$ cat src/rtl/text_to_integer_parser_macros.svh
// Assertion macros shared by the text to integer parser modules.
// Depends on nothing; each macro expects clk and arst_n in scope.
`ifndef TEXT_TO_INTEGER_PARSER_MACROS_SVH
`define TEXT_TO_INTEGER_PARSER_MACROS_SVH

// Same-cycle implication, disabled while reset is asserted.
`define TTIP_ASSERT(label, ante, cons, msg) \
	label: assert property (@(posedge clk) disable iff (!arst_n) (ante) |-> (cons)) \
		else $error(msg);

// Next-cycle implication, disabled while reset is asserted.
`define TTIP_ASSERT_NEXT(label, ante, cons, msg) \
	label: assert property (@(posedge clk) disable iff (!arst_n) (ante) |=> (cons)) \
		else $error(msg);

`endif

$ cat src/rtl/ttip_pkg.sv
// Package for the text to integer parser: word types, parse state, constants.
// Depends on nothing.
package ttip_pkg;

	localparam logic [15:0] OFFSET_MAX = 16'hFFFF;
	localparam logic [5:0]  NO_DIGIT   = 6'd63;
	localparam logic [5:0]  MAX_BASE   = 6'd36;
	localparam logic [5:0]  MIN_BASE   = 6'd2;
	localparam logic [5:0]  AUTO_BASE  = 6'd0;
	localparam logic [5:0]  BASE_OCT   = 6'd8;
	localparam logic [5:0]  BASE_DEC   = 6'd10;
	localparam logic [5:0]  BASE_HEX   = 6'd16;
	localparam logic [5:0]  RADIX_RST  = 6'd10;

	localparam logic [63:0] U64_MAX = 64'hFFFF_FFFF_FFFF_FFFF;
	localparam logic [63:0] S64_MIN = 64'h8000_0000_0000_0000;
	localparam logic [63:0] S64_MAX = 64'h7FFF_FFFF_FFFF_FFFF;

	localparam logic [7:0] CH_NUL   = 8'h00;
	localparam logic [7:0] CH_TAB   = 8'h09;
	localparam logic [7:0] CH_CR    = 8'h0D;
	localparam logic [7:0] CH_SPACE = 8'h20;
	localparam logic [7:0] CH_PLUS  = 8'h2B;
	localparam logic [7:0] CH_MINUS = 8'h2D;
	localparam logic [7:0] CH_0     = 8'h30;
	localparam logic [7:0] CH_9     = 8'h39;
	localparam logic [7:0] CH_UA    = 8'h41;
	localparam logic [7:0] CH_UZ    = 8'h5A;
	localparam logic [7:0] CH_UX    = 8'h58;
	localparam logic [7:0] CH_LA    = 8'h61;
	localparam logic [7:0] CH_LZ    = 8'h7A;
	localparam logic [7:0] CH_LX    = 8'h78;

	localparam int unsigned PADDR_W = 3;
	localparam logic REG_RADIX  = 1'b0;
	localparam logic REG_SIGNED = 1'b1;

	typedef enum logic [6:0] {
		PH_IDLE   = 7'b0000001,
		PH_WS     = 7'b0000010,
		PH_SIGN   = 7'b0000100,
		PH_ZERO   = 7'b0001000,
		PH_X      = 7'b0010000,
		PH_DIGITS = 7'b0100000,
		PH_DONE   = 7'b1000000
	} phase_t;

	typedef struct packed {
		logic [7:0] ch;
		logic       first;
		logic       last;
	} byte_word_t;

	typedef struct packed {
		logic [63:0] value_bits;
		logic        converted;
		logic [15:0] end_offset;
		logic        negative;
		logic        overflow;
		logic        range_error;
	} result_word_t;

	typedef struct packed {
		logic [5:0] radix;
		logic       signed_mode;
	} cfg_t;

	typedef struct packed {
		phase_t      phase;
		logic [63:0] accum;
		logic [5:0]  active_base;
		logic        sign_seen;
		logic        overflowed;
		logic        any_digit;
		logic [15:0] byte_count;
		logic [15:0] zero_prefix_end;
	} parse_state_t;

	function automatic logic [5:0] digit_of(input logic [7:0] c);
		logic [5:0] d;
		d = NO_DIGIT;
		if (c >= CH_0 && c <= CH_9) begin
			d = 6'(c - CH_0);
		end else if (c >= CH_LA && c <= CH_LZ) begin
			d = 6'(c - CH_LA) + BASE_DEC;
		end else if (c >= CH_UA && c <= CH_UZ) begin
			d = 6'(c - CH_UA) + BASE_DEC;
		end
		return d;
	endfunction

	function automatic logic is_space(input logic [7:0] c);
		return (c == CH_SPACE) || (c >= CH_TAB && c <= CH_CR);
	endfunction

endpackage

$ cat src/rtl/ttip_cfg.sv
// Configuration registers of the text to integer parser behind an APB-style port.
// Depends on ttip_pkg.
module ttip_cfg (
	input  logic                            clk,
	input  logic                            arst_n,
	input  logic                            psel,
	input  logic                            penable,
	input  logic                            pwrite,
	input  logic [ttip_pkg::PADDR_W-1:0]    paddr,
	input  logic [31:0]                     pwdata,
	output logic [31:0]                     prdata,
	output logic                            pready,
	output ttip_pkg::cfg_t                  cfg
);

	ttip_pkg::cfg_t cfg_q;
	logic           wr_en;
	logic           reg_sel;

	assign pready  = 1'b1;
	assign reg_sel = paddr[2];
	assign wr_en   = psel && penable && pwrite;

	always_ff @(posedge clk or negedge arst_n) begin
		if (!arst_n) begin
			cfg_q.radix       <= ttip_pkg::RADIX_RST;
			cfg_q.signed_mode <= 1'b0;
		end else if (wr_en) begin
			unique case (reg_sel)
				ttip_pkg::REG_RADIX:  cfg_q.radix       <= pwdata[5:0];
				ttip_pkg::REG_SIGNED: cfg_q.signed_mode <= pwdata[0];
				default: ;
			endcase
		end
	end

	always_comb begin
		unique case (reg_sel)
			ttip_pkg::REG_RADIX:  prdata = {26'd0, cfg_q.radix};
			ttip_pkg::REG_SIGNED: prdata = {31'd0, cfg_q.signed_mode};
			default:              prdata = '0;
		endcase
	end

	assign cfg = cfg_q;

endmodule

$ cat src/rtl/ttip_step.sv
// Next-state logic for one byte: white space, sign, prefix and digit accumulation.
// Depends on ttip_pkg.
module ttip_step (
	input  ttip_pkg::byte_word_t   item,
	input  ttip_pkg::cfg_t         cfg,
	input  ttip_pkg::parse_state_t cur,
	output ttip_pkg::parse_state_t nxt,
	output logic                   emit
);

	ttip_pkg::parse_state_t st;
	logic [5:0]  d;
	logic [5:0]  tb;
	logic        start;
	logic        take;
	logic [70:0] prod;
	logic        auto_or_hex;

	assign d           = ttip_pkg::digit_of(item.ch);
	assign auto_or_hex = (cfg.radix == ttip_pkg::AUTO_BASE) || (cfg.radix == ttip_pkg::BASE_HEX);

	always_comb begin
		st    = cur;
		emit  = 1'b0;
		start = 1'b0;
		take  = 1'b0;
		tb    = cur.active_base;
		prod  = '0;
		if (item.first) begin
			st.accum           = '0;
			st.active_base     = '0;
			st.sign_seen       = 1'b0;
			st.overflowed      = 1'b0;
			st.any_digit       = 1'b0;
			st.byte_count      = '0;
			st.zero_prefix_end = '0;
			st.phase           = ttip_pkg::PH_WS;
			tb                 = '0;
		end
		if (st.phase != ttip_pkg::PH_IDLE) begin
			if (item.ch == ttip_pkg::CH_NUL) begin
				emit = 1'b1;
			end else begin
				if (st.phase != ttip_pkg::PH_DONE) begin
					if (st.byte_count != ttip_pkg::OFFSET_MAX) begin
						st.byte_count = st.byte_count + 16'd1;
					end
					priority case (st.phase)
						ttip_pkg::PH_WS: begin
							if (ttip_pkg::is_space(item.ch)) begin
							end else if (item.ch == ttip_pkg::CH_PLUS) begin
								st.phase = ttip_pkg::PH_SIGN;
							end else if (item.ch == ttip_pkg::CH_MINUS) begin
								st.sign_seen = 1'b1;
								st.phase     = ttip_pkg::PH_SIGN;
							end else begin
								start = 1'b1;
							end
						end
						ttip_pkg::PH_SIGN: start = 1'b1;
						ttip_pkg::PH_ZERO: begin
							if (item.ch == ttip_pkg::CH_LX || item.ch == ttip_pkg::CH_UX) begin
								st.phase = ttip_pkg::PH_X;
							end else begin
								take = 1'b1;
							end
						end
						ttip_pkg::PH_X: begin
							if (d < ttip_pkg::BASE_HEX) begin
								tb   = ttip_pkg::BASE_HEX;
								take = 1'b1;
							end else begin
								st.phase = ttip_pkg::PH_DONE;
							end
						end
						default: take = 1'b1;
					endcase
					if (start) begin
						if (auto_or_hex && item.ch == ttip_pkg::CH_0) begin
							st.phase           = ttip_pkg::PH_ZERO;
							st.any_digit       = 1'b1;
							st.accum           = '0;
							st.zero_prefix_end = st.byte_count;
							tb = (cfg.radix == ttip_pkg::AUTO_BASE) ? ttip_pkg::BASE_OCT
								: ttip_pkg::BASE_HEX;
						end else begin
							tb = (cfg.radix == ttip_pkg::AUTO_BASE) ? ttip_pkg::BASE_DEC
								: cfg.radix;
							if (tb < ttip_pkg::MIN_BASE || tb > ttip_pkg::MAX_BASE) begin
								st.phase = ttip_pkg::PH_DONE;
							end else begin
								take = 1'b1;
							end
						end
					end
					st.active_base = tb;
					if (take) begin
						if (tb < ttip_pkg::MIN_BASE || d >= tb) begin
							st.phase = ttip_pkg::PH_DONE;
						end else begin
							st.phase           = ttip_pkg::PH_DIGITS;
							st.any_digit       = 1'b1;
							st.zero_prefix_end = st.byte_count;
							prod = 71'(st.accum) * 71'(tb) + 71'(d);
							if (prod[70:64] != 7'd0) begin
								st.overflowed = 1'b1;
							end else if (!st.overflowed) begin
								st.accum = prod[63:0];
							end
						end
					end
				end
				if (item.last) begin
					emit = 1'b1;
				end
			end
		end
		if (emit) begin
			st.phase = ttip_pkg::PH_IDLE;
		end
	end

	assign nxt = st;

endmodule

$ cat src/rtl/ttip_finish.sv
// Result forming: saturation under unsigned or signed rules, offset and flags.
// Depends on ttip_pkg.
module ttip_finish (
	input  ttip_pkg::parse_state_t st,
	input  ttip_pkg::cfg_t         cfg,
	output ttip_pkg::result_word_t res
);

	logic [63:0] neg_accum;
	logic [63:0] v;
	logic        range_err;

	assign neg_accum = 64'd0 - st.accum;

	always_comb begin
		v         = '0;
		range_err = 1'b0;
		if (st.any_digit) begin
			if (!cfg.signed_mode) begin
				if (st.overflowed) begin
					v         = ttip_pkg::U64_MAX;
					range_err = 1'b1;
				end else begin
					v = st.sign_seen ? neg_accum : st.accum;
				end
			end else if (st.overflowed) begin
				v         = st.sign_seen ? ttip_pkg::S64_MIN : ttip_pkg::S64_MAX;
				range_err = 1'b1;
			end else if (st.sign_seen) begin
				if (st.accum > ttip_pkg::S64_MIN) begin
					v         = ttip_pkg::S64_MIN;
					range_err = 1'b1;
				end else begin
					v = neg_accum;
				end
			end else if (st.accum > ttip_pkg::S64_MAX) begin
				v         = ttip_pkg::S64_MAX;
				range_err = 1'b1;
			end else begin
				v = st.accum;
			end
		end
	end

	assign res.value_bits  = v;
	assign res.converted   = st.any_digit;
	assign res.end_offset  = st.any_digit ? st.zero_prefix_end : 16'd0;
	assign res.negative    = st.sign_seen;
	assign res.overflow    = st.any_digit && st.overflowed;
	assign res.range_error = range_err;

endmodule

$ cat src/rtl/text_to_integer_parser.sv
// Streaming text to integer parser, top level.
// Depends on ttip_pkg, ttip_cfg, ttip_step, ttip_finish and the macros header.
//
// Bytes of a numeric string enter on the byte channel, one word per byte, with
// first marking the start of a string and last (or a zero byte) its end. One
// result word leaves on the result channel for each finished string.
// A byte is accepted when byte_valid is high and byte_stall is low; a result is
// taken when result_valid is high and result_stall is low.
// An accepted byte sits in the input register, where the parse state advances by
// one multiply-add by the base; a string's result enters the output register on
// the edge at which the parse state takes its last byte, which waits in the input
// register while the output register is full and the receiver stalls.
// One byte per cycle is sustained while the output register can take results; the
// loop through the accumulator and its 64-by-6 multiply-add sets that figure.
// When the receiver stalls, the result stays in the output register; bytes that
// give no result keep flowing, and the input stalls only when a byte that ends
// a string finds the output register still full.
// Reset empties both registers, returns the parser to idle (bytes before a
// first byte are ignored), and sets radix to 10 and signed mode off.
// Configuration is to be written through the APB-style port while the block is idle; the block does not enforce it.
`include "text_to_integer_parser_macros.svh"

module text_to_integer_parser (
	input  logic                             clk,
	input  logic                             arst_n,
	input  logic                             psel,
	input  logic                             penable,
	input  logic                             pwrite,
	input  logic [ttip_pkg::PADDR_W-1:0]     paddr,
	input  logic [31:0]                      pwdata,
	output logic [31:0]                      prdata,
	output logic                             pready,
	input  logic                             byte_valid,
	output logic                             byte_stall,
	input  ttip_pkg::byte_word_t             byte_data,
	output logic                             result_valid,
	input  logic                             result_stall,
	output ttip_pkg::result_word_t           result_data
);

	ttip_pkg::cfg_t         cfg;
	ttip_pkg::byte_word_t   item_s1;
	logic                   valid_s1;
	ttip_pkg::parse_state_t state_q;
	ttip_pkg::parse_state_t state_nxt;
	logic                   emit;
	ttip_pkg::result_word_t res;
	ttip_pkg::result_word_t result_q;
	logic                   result_valid_q;
	logic                   out_free;
	logic                   advance;
	logic                   parse_idle;
	logic                   empty_ok;
	logic                   range_ok;

	ttip_cfg u_cfg (
		.clk     (clk),
		.arst_n  (arst_n),
		.psel    (psel),
		.penable (penable),
		.pwrite  (pwrite),
		.paddr   (paddr),
		.pwdata  (pwdata),
		.prdata  (prdata),
		.pready  (pready),
		.cfg     (cfg)
	);

	ttip_step u_step (
		.item (item_s1),
		.cfg  (cfg),
		.cur  (state_q),
		.nxt  (state_nxt),
		.emit (emit)
	);

	ttip_finish u_finish (
		.st  (state_nxt),
		.cfg (cfg),
		.res (res)
	);

	assign out_free   = !result_valid_q || !result_stall;
	assign advance    = valid_s1 && (!emit || out_free);
	assign byte_stall = valid_s1 && !advance;

	always_ff @(posedge clk or negedge arst_n) begin
		if (!arst_n) begin
			valid_s1 <= 1'b0;
		end else if (!byte_stall) begin
			valid_s1 <= byte_valid;
		end
	end

	always_ff @(posedge clk) begin
		if (!byte_stall && byte_valid) begin
			item_s1 <= byte_data;
		end
	end

	always_ff @(posedge clk or negedge arst_n) begin
		if (!arst_n) begin
			state_q.phase           <= ttip_pkg::PH_IDLE;
			state_q.accum           <= '0;
			state_q.active_base     <= '0;
			state_q.sign_seen       <= 1'b0;
			state_q.overflowed      <= 1'b0;
			state_q.any_digit       <= 1'b0;
			state_q.byte_count      <= '0;
			state_q.zero_prefix_end <= '0;
		end else if (advance) begin
			state_q <= state_nxt;
		end
	end

	always_ff @(posedge clk or negedge arst_n) begin
		if (!arst_n) begin
			result_valid_q <= 1'b0;
		end else if (out_free) begin
			result_valid_q <= advance && emit;
		end
	end

	always_ff @(posedge clk) begin
		if (advance && emit) begin
			result_q <= res;
		end
	end

	assign result_valid = result_valid_q;
	assign result_data  = result_q;

	assign parse_idle = state_q.phase == ttip_pkg::PH_IDLE;
	assign empty_ok   = result_data.converted
		|| ((result_data.value_bits == 64'd0) && (result_data.end_offset == 16'd0)
		&& !result_data.overflow && !result_data.range_error);
	assign range_ok   = !result_data.range_error || result_data.converted;

	`TTIP_ASSERT(a_no_block_without_result, valid_s1 && !emit, !byte_stall, "input stalled")
	`TTIP_ASSERT_NEXT(a_idle_after_result, advance && emit, parse_idle, "parser busy")
	`TTIP_ASSERT(a_empty_result_zero, result_valid, empty_ok, "unconverted result not zero")
	`TTIP_ASSERT(a_range_needs_digit, result_valid, range_ok, "range error without digits")

endmodule

$ cat config.mk
export PLATFORM = sky130hd
export DESIGN_NAME = text_to_integer_parser
export DESIGN_NICKNAME = d
export VERILOG_FILES = /design/src/rtl/ttip_pkg.sv /design/src/rtl/ttip_cfg.sv /design/src/rtl/ttip_step.sv /design/src/rtl/ttip_finish.sv /design/src/rtl/text_to_integer_parser.sv
export VERILOG_INCLUDE_DIRS = /design/src /design/src/rtl
export SDC_FILE = /design/constraint.sdc
export NUM_CORES = 2
export LEC_CHECK = 0
export BUFFER_PORTS_ARGS = -buffer_cell sky130_fd_sc_hd__buf_2
export CAP_MARGIN = 25
export CORE_ASPECT_RATIO = 1.4
export CORE_MARGIN = 2
export CORE_UTILIZATION = 55
export CTS_BUF_LIST = sky130_fd_sc_hd__clkbuf_4 sky130_fd_sc_hd__clkbuf_8 sky130_fd_sc_hd__clkbuf_16
export CTS_CLUSTER_DIAMETER = 50
export CTS_CLUSTER_SIZE = 8
export DETAILED_ROUTE_END_ITERATION = 12
export PLACE_DENSITY = 0.77
export SYNTH_ARGS = -nofsm -noshare
export SYNTH_HDL_FRONTEND = slang
export SYNTH_HIERARCHICAL = 1
export SYNTH_SLANG_ARGS = --single-unit
$ cat constraint.sdc
create_clock -name clk -period 15.3 [get_ports clk]
set_clock_uncertainty 0.05 [all_clocks]
set_input_delay 2.295 -clock clk [delete_from_list [all_inputs] [get_ports clk]]
set_output_delay 2.295 -clock clk [all_outputs]
set_load 0.03 [all_outputs]
# ---- Yosys cells after proc, flatten, opt, wreduce, memory -nomap -nowiden
# Cells that the tools add are included.
dict set report word_totals {
  elab_cells 174
  inputBits 52
  ff_bits 215
  out_inout_bits 119
}
dict set report op_classes {
  reduce_logical 30
  muxes 84
  addsub 8
  mul 1
  n_eq_ne 14
  n_bitwise 1
  order_cmp 15
}
# operator count
set op_table {}
lappend op_table {{$mux W64} 12}
lappend op_table {{$mux W112} 4}
lappend op_table {{$mux W71} 5}
lappend op_table {{$mux W16} 5}
lappend op_table {{$mux W6} 12}
lappend op_table {{$add A70 B6 Y71} 1}
lappend op_table {{$mul A64 B6 Y70} 1}
lappend op_table {{$gt A64 B63 Y1 const B} 1}
lappend op_table {{$gt A64 B64 Y1 const B} 1}
lappend op_table {{$pmux W32 S2} 1}
lappend op_table {{$sub A1 B64 Y64 const A} 1}
lappend op_table {{$mux W7} 9}
lappend op_table {{$eq A8 B6 Y1 const B} 4}
lappend op_table {{$mux W1} 30}
lappend op_table {{$pmux W7 S3} 1}
lappend op_table {{$add A16 B1 Y16 const B} 1}
lappend op_table {{$eq A8 B7 Y1 const B} 2}
lappend op_table {{$ge A8 B7 Y1 const B} 2}
lappend op_table {{$le A8 B7 Y1 const B} 2}
lappend op_table {{$ne A16 B16 Y1 const B} 1}
lappend op_table {{$add A6 B4 Y6 const B} 2}
lappend op_table {{$logic_and A1 B1 Y1} 12}
lappend op_table {{$lt A6 B2 Y1 const B} 2}
lappend op_table {{$sub A6 B6 Y6 const B} 2}
lappend op_table {{27 further kinds} 39}

# ---- Longest topological paths before layout
dict set report depth {
  depth_word 28
  ltp_mapped 46
  depth_no_buf 42
}

# ---- By module
# The synthesis kept the hierarchy.
# mod cells_per_inst seq_area_each_um2 area_each_um2 n_inst
set by_module_without_submodules {}
lappend by_module_without_submodules {ttip_step 2059 0.0 15852.7 1}
lappend by_module_without_submodules {text_to_integer_parser 741 5676.7 9167.5 1}
lappend by_module_without_submodules {ttip_finish 532 0.0 3194.3 1}
lappend by_module_without_submodules {ttip_cfg 51 177.7 551.8 1}

# ---- Worst setup path before layout
# Ideal clock, no wire load.
dict set report synth_timing {
  path_kind {register -> register}
  start {register item_s1[2] in the netlist's numbering}
  end {register result_q (netlist bit result_data[77]) (data pin)}
  required_ns 14.989
  stages_incl_launch_ff 42
  path_buffers 5
  slack_ns 4.225
  t_arrival_ns 10.764
  path_cell_list {edfxtp_1 > inv_1 > ha_1 > nor4b_1 > or3b_1 > a21o_1 > a311oi_1 > a21oi_1 > nand3_1 > a21boi_0 > clkbuf_1 > clkbuf_1 > nor2_1 > fa_1 > inv_1 > fa_1 > inv_1 > fa_1 > [... 6 more ...] > a211oi_2 > o31a_1 > a211oi_1 > a2111oi_2 > nand4_1 > or3_1 > buf_6 > o311a_1 > buf_6 > buf_6 > a22o_1 > or4_4 > or3_4 > nor3_1 > nand3b_1 > nor4_2 > mux2_2 > o311a_1}
}
# element line
set synth_lines {}
lappend synth_lines {{from (decl)} text_to_integer_parser.sv:42} ;# ttip_pkg::byte_word_t item_s1;
lappend synth_lines {{from (signal assigned)} text_to_integer_parser.sv:97} ;# item_s1 <= byte_data;
lappend synth_lines {{to (signal assigned)} text_to_integer_parser.sv:126} ;# result_q <= res;
lappend synth_lines {{to (decl)} text_to_integer_parser.sv:48} ;# ttip_pkg::result_word_t result_q;

==> flow_summary.toml <==
[route]
route.detailed.drc = 0
finalWirelength_um = 83600
routed-via-count = 26300
drt-vias-per-instance = 6.54
drt-pass1-iter-count = 6
drt_iter0_drcs = 2707
wl_per_cell_um = 20.8
antenna_left = 0

[yosys]
synthesis.area_um2 = 28800
synth_top_area_share_pct = 17.5
synth_most_common_cell = "sky130_fd_sc_hd__nor2_1"
dominant_register_cell_in_the_synthesized_netlist = "sky130_fd_sc_hd__dfrtp_1"
yosys.cell_types.count = 102
synth.area.top_cells = "sky130_fd_sc_hd__fa_1 18%, sky130_fd_sc_hd__dfrtp_1 10%, sky130_fd_sc_hd__edfxtp_1 9.8%"
synth_edf_count = 94
synthTopCellsByCount = "514 x sky130_fd_sc_hd__nor2_1, 312 x sky130_fd_sc_hd__nand2_1, 252 x sky130_fd_sc_hd__fa_1"
synth_largest_area_cell = "sky130_fd_sc_hd__fa_1"
synth-seq-area-share_pct = 20.4
postSynth.asyncResetShare_pct = 56.3
syn_inst = 3383
synth_warnings = 6
synthesis.area_per_instance_um2 = 8.50
yosys_register_bits = 215

[floorplan]
row_count = 99
fp.dieH_um = 275
initial_utilization_pct = 55.4
floorplan.core_area_um2 = 51900
dieArea_um2 = 54200
top_level_ports = 171
die_x_um = 197

[min_path]
holdCritStartpoint = "state_q[100]"
worstHoldPathCells = 2
end_of_the_worst_hold_path = "state_q[100]"
hp-class = "flip-flop to flip-flop"

[clock_network]
insertion_delay_ns = 0.58
hold_buffers = 0
cts_resized = 0
cts.clk_slew.worst_paths_ns = 0.06
post-cts-setup-buffers = 0
cts_num_sinks = 215
clock-root-buffer = "sky130_fd_sc_hd__clkbuf_16"
cts_max_level = 1
numCtsBuffers = 31
cts_tree = "done"
max-clock-path-buffers = 3

[timing]
setup_tns_ns = 0
final-setup-viol-count = 0
worst_slack_ns = 1.28
maxSlewHeadroom_pct = 27.2
clock.fmax_mhz = 71.3
worstMarginPinSlew_ns = 1.09
rsz0062_at_grt = "no"
min_period_over_period_pct = 91.7
finalWorstPathRequiredPeriod_ns = 14.02
finalHoldViolCount = 0
slew_viol_final = 0

[placed_design]
place.port_buffers = 115
pre_cts_ws_ns = 1.76
hpwl_um = 61800
dpl.cell_count = 3961
gpl_wtd_cong = 0.990

[global_route]
grt_first_pass_wirelength_um = 134000
overflow = 0
maximum_number_of_pins_on_one_net_before_global_route_repair = 115
grt_use_total_pct = 30.6
grt_antenna_before_repair = 0
grt_pass1_vias = 25400

[worst_setup_path]
rr_startpoint = "item_s1[6]"
critPathKind = "flip-flop to flip-flop"
critical_path_arrival_ns = 14.33
cpLargestDelayFamily = "compound AO/OA/AOI/OAI gates"
worstPathMaxFanout = 38
worst-endpoint-required_ns = 15.61
startpoint_type = "flip-flop"
setup.worst_path.end_class = "flip-flop"
worstPathBufferInverterCount = 4
crit_slowest_cell = "sky130_fd_sc_hd__o211ai_1"
slack_of_the_worst_reg_to_reg_path_ns = 1.28
timing.rr.end = "result_data[67]"
r2r_cells = 37
crit_path_max_incr_delay_ns = 0.85

[layout]
nNetsFinal = 3806
final_layout_size_suffix_gt1_share_pct = 12.6
stdcell_count = 4018
area_growth_syn_to_layout_pct = 6.13
multi_input_area_um2 = 21400
seq_area_um2 = 5860
final.fill_count = 4511
antennaDiodeCount = 0

[power_and_ir_drop]
p_leak_nw = 13.9
power.ir.vdd_worst_mv = 0.0879
power.density_cell_area_nw_per_um2 = 88.9
power_mw = 2.71

[flow_run]
maxCapViolCount = 0

[outcome]
status = "finished, final reports clean"
[per-layer routing]
| layer | up-vias | GRT usage, % | share of wire, % |
|---|---|---|---|
| li1 | 11900 | - | - |
| met1 | 12800 | 38.4 | 39 |
| met2 | 1317 | 51.2 | 48 |
| met3 | 256 | 5.84 | 8.5 |
| met4 | 0 | 13.8 | 4.8 |
| met5 | - | 0 | 0 |
[registers in the layout (all words and copies together), names as in the netlist]
| signal | count |
|---|---|
| state_q | 112 |
| u_cfg/cfg | 7 |
| result_data | 84 |
| result_valid | 1 |
| item_s1 | 10 |
| valid_s1 | 1 |
[cell families (layout without fill, tap and decap cells)]
kind of cell    Yosys count  in the layout  share of synthesized area (%)
compound gates          729            729                           18.8
xor+xnor                139            139                           4.23
fa+ha+maj               416            416                           24.7
buf+inv                 379            333                           5.98
flops                   215            215                           20.4
mux                      33             33                           1.22
other cells               2             27                         0.0261
simple gates           1470           1470                           24.7
[worst register-to-register path, delay by kind of cell, from the launching register on]
| family | cells | cell delay, ns |
|---|---|---|
| adder cells (fa/ha/maj) | 6 | 2.47 |
| AO/OA/AOI/OAI | 15 | 5.63 |
| AND/OR/NAND/NOR | 11 | 4.18 |
| flip-flops | 1 | 0.50 |
| buffers and inverters | 4 | 0.79 |
| XOR/XNOR | 1 | 0.19 |
[cell usage in the layout (no fill, tap or decap), drive strengths merged, types with 11 or more instances in the layout]
| master | n |
|---|---|
| o21ai | 128 |
| nor2b | 27 |
| o21a | 18 |
| or3 | 23 |
| xnor2 | 67 |
| a31oi | 32 |
| fa | 252 |
| o211ai | 126 |
| mux2 | 17 |
| and3 | 19 |
| a21oi | 168 |
| nand2b | 136 |
| o22ai | 23 |
| a211oi | 23 |
| nand2 | 313 |
| or2 | 15 |
| a22o | 28 |
| o32ai | 15 |
| xor2 | 72 |
| nand3 | 92 |
| clkbuf | 53 |
| ha | 164 |
| nor4 | 38 |
| and2 | 33 |
| a221oi | 19 |
| a21o | 34 |
| o21bai | 11 |
| conb | 27 |
| nand4 | 157 |
| edfxtp | 94 |
| mux2i | 16 |
| nor2 | 516 |
| buf | 181 |
| nor3 | 62 |
| dfrtp | 118 |
| inv | 96 |
| o31ai | 18 |
[worst max path at each step]
stage / startpoint / to / slack (ns) / depth (start not counted)
after global routing: item_s1[2] / result_data[67] / 0.68 / 38
after CTS: item_s1[2] / result_data[67] / 1.65 / 37
after detailed placement: item_s1[2] / result_data[67] / 1.76 / 37
after global placement: item_s1[6] / result_data[67] / 1.89 / 37
after floorplan: item_s1[2] / result_data[77] / 4.22 / 41
final: item_s1[6] / result_data[67] / 1.28 / 37
[report_power, final]
part	internal, mW	switching (mW)
registers	0.663	0.0597
clock network	0.417	0.272
logic	0.424	0.878
[through the flow]
step | hold slack, ns | utilization [%] | area, um^2
after floorplan | 0.430 | - | 28900
after global placement | 0.452 | 56.9 | 29600
after detailed placement | 0.450 | 56.9 | 29600
after CTS | 0.471 | 58.8 | 30500
after global routing | 0.508 | 58.8 | 30500
final | 0.475 | 58.8 | 30500
[layout make-up]
cell class / instances / area share, %
Multi-Input combinational cell: 2814 / 70.1
Sequential cell: 215 / 19.2
Timing Repair Buffer: 181 / 3.65
Clock buffer: 53 / 3.08
Tap cell: 656 / 2.69
Inverter: 95 / 1.17
Clock inverter: 4 / 0.115
Note: power is estimated with default switching activity, not from simulation.
